<file path="src/sv/ias_pkg.sv">
// ----------------------------------------------------------------------------
// ias_pkg: shared types and constants for the indel pattern search
// Widths, the chain depth, the link and broadcast structs, the controller
// states and the saturating distance helpers.
// ----------------------------------------------------------------------------
package ias_pkg;

  localparam int MAX_PATTERN = 64;
  localparam int POS_W       = 32;
  localparam int SYM_W       = 8;
  localparam int DIST_W      = 7;
  localparam int LEN_W       = $clog2(MAX_PATTERN + 1);
  localparam int IDX_W       = $clog2(MAX_PATTERN);
  localparam int DIST_CAP    = (1 << DIST_W) - 1;

  typedef logic [SYM_W-1:0]  sym_t;
  typedef logic [DIST_W-1:0] dist_t;
  typedef logic [LEN_W-1:0]  len_t;
  typedef logic [IDX_W-1:0]  idx_t;
  typedef logic [POS_W-1:0]  pos_t;

  // Request operation codes
  typedef enum logic {
    OP_APPEND = 1'b0,
    OP_SCAN   = 1'b1
  } op_t;

  // Controller states
  typedef enum logic [1:0] {
    ST_IDLE,
    ST_SWEEP,
    ST_HOLD
  } state_t;

  // Data handed from one cell to the next
  typedef struct packed {
    logic  tok;   // wavefront marker
    dist_t up;    // new value of the cell above
    dist_t diag;  // old value of the cell above
  } link_t;

  // Signals seen by every cell
  typedef struct packed {
    logic restart;
    sym_t load_sym;
    sym_t text_sym;
  } bcast_t;

  // Add one, holding at the cap
  function automatic dist_t inc_cap(input dist_t v);
    dist_t res;
    if (v == dist_t'(DIST_CAP)) begin
      res = v;
    end else begin
      res = v + dist_t'(1);
    end
    return res;
  endfunction

  // Column reset value of cell i: i + 1, capped
  function automatic dist_t init_dist(input int i);
    dist_t res;
    if (i + 1 > DIST_CAP) begin
      res = dist_t'(DIST_CAP);
    end else begin
      res = dist_t'(i + 1);
    end
    return res;
  endfunction

endpackage

</file>
<file path="src/sv/ias_cell.sv">
// ----------------------------------------------------------------------------
// ias_cell: one pattern position of the search chain
// Holds one pattern symbol and one column entry. When the wavefront passes,
// it updates the entry from the values handed on by the cell above and
// hands its own new and old values to the cell below.
// ----------------------------------------------------------------------------
module ias_cell import ias_pkg::*; (
  input  logic   clk,
  input  logic   rst_n,
  input  bcast_t bc,
  input  logic   sel,
  input  logic   active,
  input  dist_t  init_val,
  input  link_t  lnk_in,
  output link_t  lnk_out
);

  sym_t  pat_r;
  dist_t dist_r;
  logic  tok_r;
  dist_t up_r;
  dist_t diag_r;
  dist_t nv;
  dist_t from_up;
  dist_t from_left;

  // Column update: copy the diagonal on a hit, else cheapest indel
  always_comb begin
    from_up   = inc_cap(lnk_in.up);
    from_left = inc_cap(dist_r);
    if (pat_r == bc.text_sym) begin
      nv = lnk_in.diag;
    end else if (from_up < from_left) begin
      nv = from_up;
    end else begin
      nv = from_left;
    end
  end

  // Store the pattern symbol when addressed
  always_ff @(posedge clk) begin
    if (sel) begin
      pat_r <= bc.load_sym;
    end
  end

  // Hold the column entry; restart or update it
  always_ff @(posedge clk) begin
    if (!rst_n) begin
      dist_r <= init_val;
      tok_r  <= 1'b0;
    end else begin
      tok_r <= lnk_in.tok;
      if (bc.restart) begin
        dist_r <= init_val;
      end else if (lnk_in.tok && active) begin
        dist_r <= nv;
      end
    end
  end

  // Pass values on; inactive cells forward the value from above
  always_ff @(posedge clk) begin
    up_r   <= active ? nv : lnk_in.up;
    diag_r <= dist_r;
  end

  assign lnk_out = '{tok: tok_r, up: up_r, diag: diag_r};

endmodule

</file>
<file path="src/sv/indel_approximate_pattern_search.sv">
// ----------------------------------------------------------------------------
// indel_approximate_pattern_search: indel-only approximate pattern search
// Loads a byte pattern, then scans text bytes and reports per text byte the
// insertion/deletion distance of the whole pattern ending there.
// ----------------------------------------------------------------------------
// The pattern (up to MAX_PATTERN bytes) sits in a chain of cells, one per
// pattern position, each holding its symbol and its column entry. A pattern
// append yields no result; it also restarts the column and the text
// position. A text request sends a wavefront down the whole chain, one cell
// per cycle, through all MAX_PATTERN cells whatever the pattern length. The
// result then waits for as long as a stalled earlier result still occupies
// the output register; the next request is taken once the result has moved
// to the output register. match_found is set when the distance is at most
// max_edits. end_position counts text bytes from 0 and saturates.
module indel_approximate_pattern_search import ias_pkg::*; (
  input  logic        clk,
  input  logic        rst_n,
  // request channel
  input  logic        in_valid,
  output logic        in_stall,
  input  logic        in_operation,
  input  logic [7:0]  in_symbol,
  input  logic        in_first,
  // result channel
  output logic        out_valid,
  input  logic        out_stall,
  output logic        out_match_found,
  output logic [31:0] out_end_position,
  output logic [6:0]  out_distance,
  // configuration
  input  logic        cfg_valid,
  output logic        cfg_ready,
  input  logic [6:0]  cfg_max_edits
);

  state_t state_r, state_nxt;
  len_t   len_r;
  sym_t   sym_r;
  logic   tok0_r;
  pos_t   pos_r;
  pos_t   item_pos_r;
  dist_t  pend_r;
  dist_t  max_edits_r;
  logic   out_valid_r;
  logic   out_match_r;
  pos_t   out_pos_r;
  dist_t  out_dist_r;

  logic   acc;
  logic   acc_append;
  logic   acc_scan;
  logic   do_load;
  logic   wr_ok;
  idx_t   wr_idx;
  logic   out_free;
  logic   sweep_done;
  pos_t   base_pos;
  bcast_t bc;

  link_t  links [MAX_PATTERN+1];
  logic   sel   [MAX_PATTERN];
  logic   act   [MAX_PATTERN];

  // Next state
  always_comb begin
    state_nxt = state_r;
    unique case (state_r)
      ST_IDLE:  if (acc_scan)   state_nxt = ST_SWEEP;
      ST_SWEEP: if (sweep_done) state_nxt = ST_HOLD;
      ST_HOLD:  if (out_free)   state_nxt = ST_IDLE;
      default:  state_nxt = ST_IDLE;
    endcase
  end

  // Controller outputs
  always_comb begin
    in_stall   = 1'b1;
    do_load    = 1'b0;
    unique case (state_r)
      ST_IDLE:  in_stall = 1'b0;
      ST_SWEEP: in_stall = 1'b1;
      ST_HOLD:  do_load  = out_free;
      default:  in_stall = 1'b1;
    endcase
  end

  assign acc        = in_valid && !in_stall;
  assign acc_append = acc && (in_operation == OP_APPEND);
  assign acc_scan   = acc && (in_operation == OP_SCAN);
  assign out_free   = !out_valid_r || !out_stall;
  assign sweep_done = links[MAX_PATTERN].tok;

  // Pattern write slot: cleared pattern starts at zero, full pattern drops
  assign wr_idx = in_first ? idx_t'(0) : len_r[IDX_W-1:0];
  assign wr_ok  = in_first || (len_r < len_t'(MAX_PATTERN));
  assign base_pos = in_first ? pos_t'(0) : pos_r;

  assign bc = '{restart:  acc_append || (acc_scan && in_first),
                load_sym: in_symbol,
                text_sym: sym_r};

  assign links[0] = '{tok: tok0_r, up: dist_t'(0), diag: dist_t'(0)};

  // Chain of cells, one per pattern position
  for (genvar i = 0; i < MAX_PATTERN; i++) begin : g_cell
    assign sel[i] = acc_append && wr_ok && (wr_idx == idx_t'(i));
    assign act[i] = len_r > len_t'(i);
    ias_cell u_cell (
      .clk      (clk),
      .rst_n    (rst_n),
      .bc       (bc),
      .sel      (sel[i]),
      .active   (act[i]),
      .init_val (init_dist(i)),
      .lnk_in   (links[i]),
      .lnk_out  (links[i+1])
    );
  end

  // Control registers
  always_ff @(posedge clk) begin
    if (!rst_n) begin
      state_r     <= ST_IDLE;
      len_r       <= '0;
      tok0_r      <= 1'b0;
      pos_r       <= '0;
      max_edits_r <= '0;
      out_valid_r <= 1'b0;
    end else begin
      state_r <= state_nxt;
      tok0_r  <= acc_scan;
      if (cfg_valid && cfg_ready) begin
        max_edits_r <= cfg_max_edits;
      end
      // Append: grow or restart the pattern, restart the position
      if (acc_append) begin
        pos_r <= '0;
        if (in_first) begin
          len_r <= len_t'(1);
        end else if (wr_ok) begin
          len_r <= len_r + len_t'(1);
        end
      end
      // Scan: advance the position, holding at the top
      if (acc_scan) begin
        pos_r <= (base_pos == '1) ? base_pos : base_pos + pos_t'(1);
      end
      if (do_load) begin
        out_valid_r <= 1'b1;
      end else if (!out_stall) begin
        out_valid_r <= 1'b0;
      end
    end
  end

  // Request and result payload
  always_ff @(posedge clk) begin
    if (acc_scan) begin
      sym_r      <= in_symbol;
      item_pos_r <= base_pos;
    end
    if (sweep_done) begin
      pend_r <= links[MAX_PATTERN].up;
    end
    if (do_load) begin
      out_match_r <= pend_r <= max_edits_r;
      out_pos_r   <= item_pos_r;
      out_dist_r  <= pend_r;
    end
  end

  assign cfg_ready        = 1'b1;
  assign out_valid        = out_valid_r;
  assign out_match_found  = out_match_r;
  assign out_end_position = out_pos_r;
  assign out_distance     = out_dist_r;

endmodule

</file>
<file path="config.mk">
export PLATFORM = sky130hd
export DESIGN_NAME = indel_approximate_pattern_search
export DESIGN_NICKNAME = d
export VERILOG_FILES = /design/src/sv/ias_pkg.sv /design/src/sv/ias_cell.sv /design/src/sv/indel_approximate_pattern_search.sv
export SDC_FILE = /design/constraint.sdc
export NUM_CORES = 2
export LEC_CHECK = 0
export ABC_AREA = 1
export BUFFER_PORTS_ARGS = -buffer_cell sky130_fd_sc_hd__buf_2
export CORE_MARGIN = 2
export CORE_UTILIZATION = 50
export DETAILED_ROUTE_END_ITERATION = 7
export PLACE_DENSITY = 0.76
export RECOVER_POWER = 100
export SETUP_SLACK_MARGIN = 0.15
export SKIP_LAST_GASP = 1
export SYNTH_ARGS = -nofsm -noshare
export SYNTH_HDL_FRONTEND = slang
export SYNTH_SLANG_ARGS = --single-unit
</file>
<file path="constraint.sdc">
create_clock -name clk -period 3.8 [get_ports clk]
set_input_delay 0.38 -clock clk [delete_from_list [all_inputs] [get_ports clk]]
set_output_delay 0.38 -clock clk [all_outputs]
set_load 0.05 [all_outputs]
</file>
==> results.tsv <==
metric	value	unit
synth.cell_area	110000	um2
worstSkewPairLatency	0.88	ns
synth_cell_types	56	
p_leak	58.2	nW
gp_congestion	0.955	
rows	171	
grt_use_total	0.246	
drt-vias-per-instance	5.31	
wirelength	283000	um
min_from	in_first	
violations	max-capacitance violations, max-slew violations	
coreArea	218000	um2
finClkSkew	0.0692	ns
cp_data_required_time	4.30	ns
dr.pass1.iters	7	
fin_crit	3.60	ns
crit_arrival	4.10	ns
grt_max_degree	107	
cts_hold_buf	24	
start_util	0.504	
numPortBuffers	63	
vias	96100	
maxSlewViolCount	608	
cp.buffers_inverters	5	
cts_setup_buffers	0	
seq_area_frac_synth	0.429	
die_w	472	um
path_clk_slew	0.07	ns
tritoncts	built	
irDropWorstVdd	0.000537	V
r2r-start	state_r[0]	
crit_start	state_r[0]	
path_class	flip-flop to flip-flop	
postRouteAntennaNets	0	
die_y	472	um
drcViolationCount	0	
io_pins	65	
grt_antenna_before_repair	8	
placed_area	114000	um2
postSynthCellCount	14800	
finalHoldViolations	0	
drt_iter0_drc	8618	
status	complete, but fails checks	
min_path_type	primary input to flip-flop	
critPathTopFamily	buffers and inverters	
final_util	0.557	
slowest_delay	0.50	ns
tns	0	ns
nets	15600	
rsz0062_at_grt	no	
fmax	0.278	GHz
setup_viol	0	
critPathCaptureType	flip-flop	
ctsHtreeMaxLevel	4	
ys_warn_count	0	
final_layout_size_suffix_gt1_frac	0.0544	
worstPathMaxFanout	16	
post_drt_wl_per_cell	15.6	um
synth_seq_cells	2050	
grt_pass1_vias	88200	
cts-resized-gates	0	
area.growth.synth_to_final	10.6	%
clk_path_buf_depth	3	
critPathLaunchType	flip-flop	
slowest_stage	clkbuf_1	
grt_overflow_total	0	
avgSynthCellArea	7.41	um2
power.density	442	nW/um2
cts_made_buffers	206	
cts_sinks	2050	
cts_root_buf	clkbuf_16	
grt_first_pass_wirelength	452000	um
max_slew_margin	-1.83	
crit_chain	nor2_1 > nand2_1 > nor2_1 > clkbuf_1 > inv_1 > nor2_1 > clkbuf_1 > nand2_1 > clkbuf_1 > nor2_1 > clkbuf_1	
maxCapViolCount	10	
timing.final.crit_share	0.946	
worstMarginPinSlew	4.25	ns
dpl.hpwl	203000	um
fin_area	121000	um2
dieArea	223000	um2
-- cells in the mapped netlist, drive strengths merged --
cell type	number	area (um2)
conb	2	7.51
nor3b	1	7.51
nand2	4608	17400
edfxtp	599	18000
nand3	1526	7640
a31o	62	543
nand4	89	557
nor3	58	313
o21ai	362	1840
or2	148	926
o22ai	5	37.5
clkbuf	120	450
nand3b	39	293
inv	2027	7610
a211oi	63	473
o221ai	1	8.76
a221oi	1	15.0
o21a	5	37.5
a21oi	888	4600
xor2	584	5110
o211ai	310	2330
a32o	1	10.0
a31oi	52	332
nor2	968	3750
dfxtp	1451	29000
clkinv	7	26.3
a21boi	1	7.51
o32ai	1	8.76
mux2	1	11.3
a22oi	1	12.5
xnor2	32	280
ha	516	6460
and3	2	12.5
o31ai	2	15.0
a21o	1	7.51
buf	114	586
nor4	132	826
o21bai	21	158
-- cell families (layout without fill, tap and decap cells) --
logic type / after synthesis / after routing / synth area share
AND/OR/NAND/NOR: 7571 / 7571 / 0.289
XOR/XNOR: 616 / 616 / 0.0492
multiplexers: 1 / 1 / 0.000103
AO/OA/AOI/OAI: 1777 / 1777 / 0.0951
buffers and inverters: 2268 / 2688 / 0.0790
flip-flops: 2050 / 2050 / 0.429
adder cells (fa/ha/maj): 516 / 516 / 0.0589
other: 2 / 15 / 0.0000685
-- cell usage in the layout, fill, tap and decap left out, types with 12 or more instances in the layout --
cell type      synthesis  layout
nand3b_1              39      39
clkinvlp_4             0      14
nand2_1             4586    4588
buf_2                108      12
clkbuf_8               0      30
clkinv_2               0      36
xor2_1               584     584
o211ai_1             309     309
or2_2                147     147
a21oi_2               18      18
inv_1               1959    1961
buf_4                  4     100
bufinv_16              0      26
xnor2_1               32      32
dfxtp_1             1451    1451
edfxtp_1             599     599
nand3_1             1526    1526
clkbuf_16              0     212
a211oi_1              63      63
clkbuf_1             120     149
a31o_2                62      62
nand4_1               89      89
dlygate4sd3_1          0      24
o21bai_1              21      21
a31oi_1               51      51
clkinv_1               7      14
ha_1                 516     516
inv_2                 68      66
nor2_1               950     947
nor4_1               132     132
nand2_2               20      18
a21oi_1              862     863
nor3_1                56      56
o21ai_0              351     353
-- flip-flops by register name, summed over array words and instances, names as in the netlist, 2 cells and up --
| signal | count |
|---|---|
| g_cell.u_cell.pat_r | 512 |
| sym_r | 8 |
| pos_r | 32 |
| len_r | 7 |
| state_r | 2 |
| g_cell.u_cell.diag_r | 441 |
| pend_r | 7 |
| g_cell.u_cell.tok_r | 64 |
| g_cell.u_cell.up_r | 448 |
| max_edits_r | 7 |
| g_cell.u_cell.dist_r | 448 |
| out_end_position | 32 |
| item_pos_r | 32 |
| out_distance | 7 |
-- report_power, final --
part	total [mW]	switching, mW	internal, mW
sequential	24.2	0.931	23.2
clock	21.6	8.96	12.7
combinational	7.83	4.90	2.93
-- layout make-up --
class                      instances  area, um2
inverter                        2034       7630
fill                           19900      96300
sequential                      2050      47000
multi-input combinational      10500      54000
clock inverter                   107       1420
antenna                            8       20.0
tap                             2854       3570
clock buffer                     282       5870
timing repair buffer             265       1740
-- through the flow --
stage,setup slack [ns],hold WS (ns),power (mW),instances
after floorplan,0.748,0.331,30.1,14800
after global placement,0.602,0.335,32.1,17700
after detailed placement,0.581,0.337,32.3,17700
after CTS,0.631,0.0248,53.8,18100
after global routing,0.114,0.0890,56.0,18100
final,0.203,0.0878,53.6,18100
-- worst paths after layout --
check | to | slack [ns] | depth (start not counted)
worst max-delay path | g_cell[59].u_cell.pat_r[0] | 0.20 | 11
worst min register to register | g_cell[39].u_cell.diag_r[6] | 0.32 | 0
worst max register to register | g_cell[59].u_cell.pat_r[0] | 0.20 | 11
worst min-delay path | item_pos_r[6] | 0.09 | 2
-- per-layer routing --
layer / up-vias / wire length (um) / GRT usage
met5: - / 0 / 0
met3: 530 / 18800 / 0.0340
met4: 0 / 8070 / 0.0775
li1: 48700 / - / -
met2: 2965 / 130000 / 0.410
met1: 43900 / 126000 / 0.329
-- worst register-to-register path, stage by stage (launching register included) --
cell and delay, ns:
dfxtp_1 0.33, nor2_1 0.21, nand2_1 0.11, nor2_1 0.10
clkbuf_1 0.37, inv_1 0.14, nor2_1 0.33, clkbuf_1 0.35
nand2_1 0.09, clkbuf_1 0.50, nor2_1 0.27, clkbuf_1 0.42
Power figures use the tool's default switching activity.
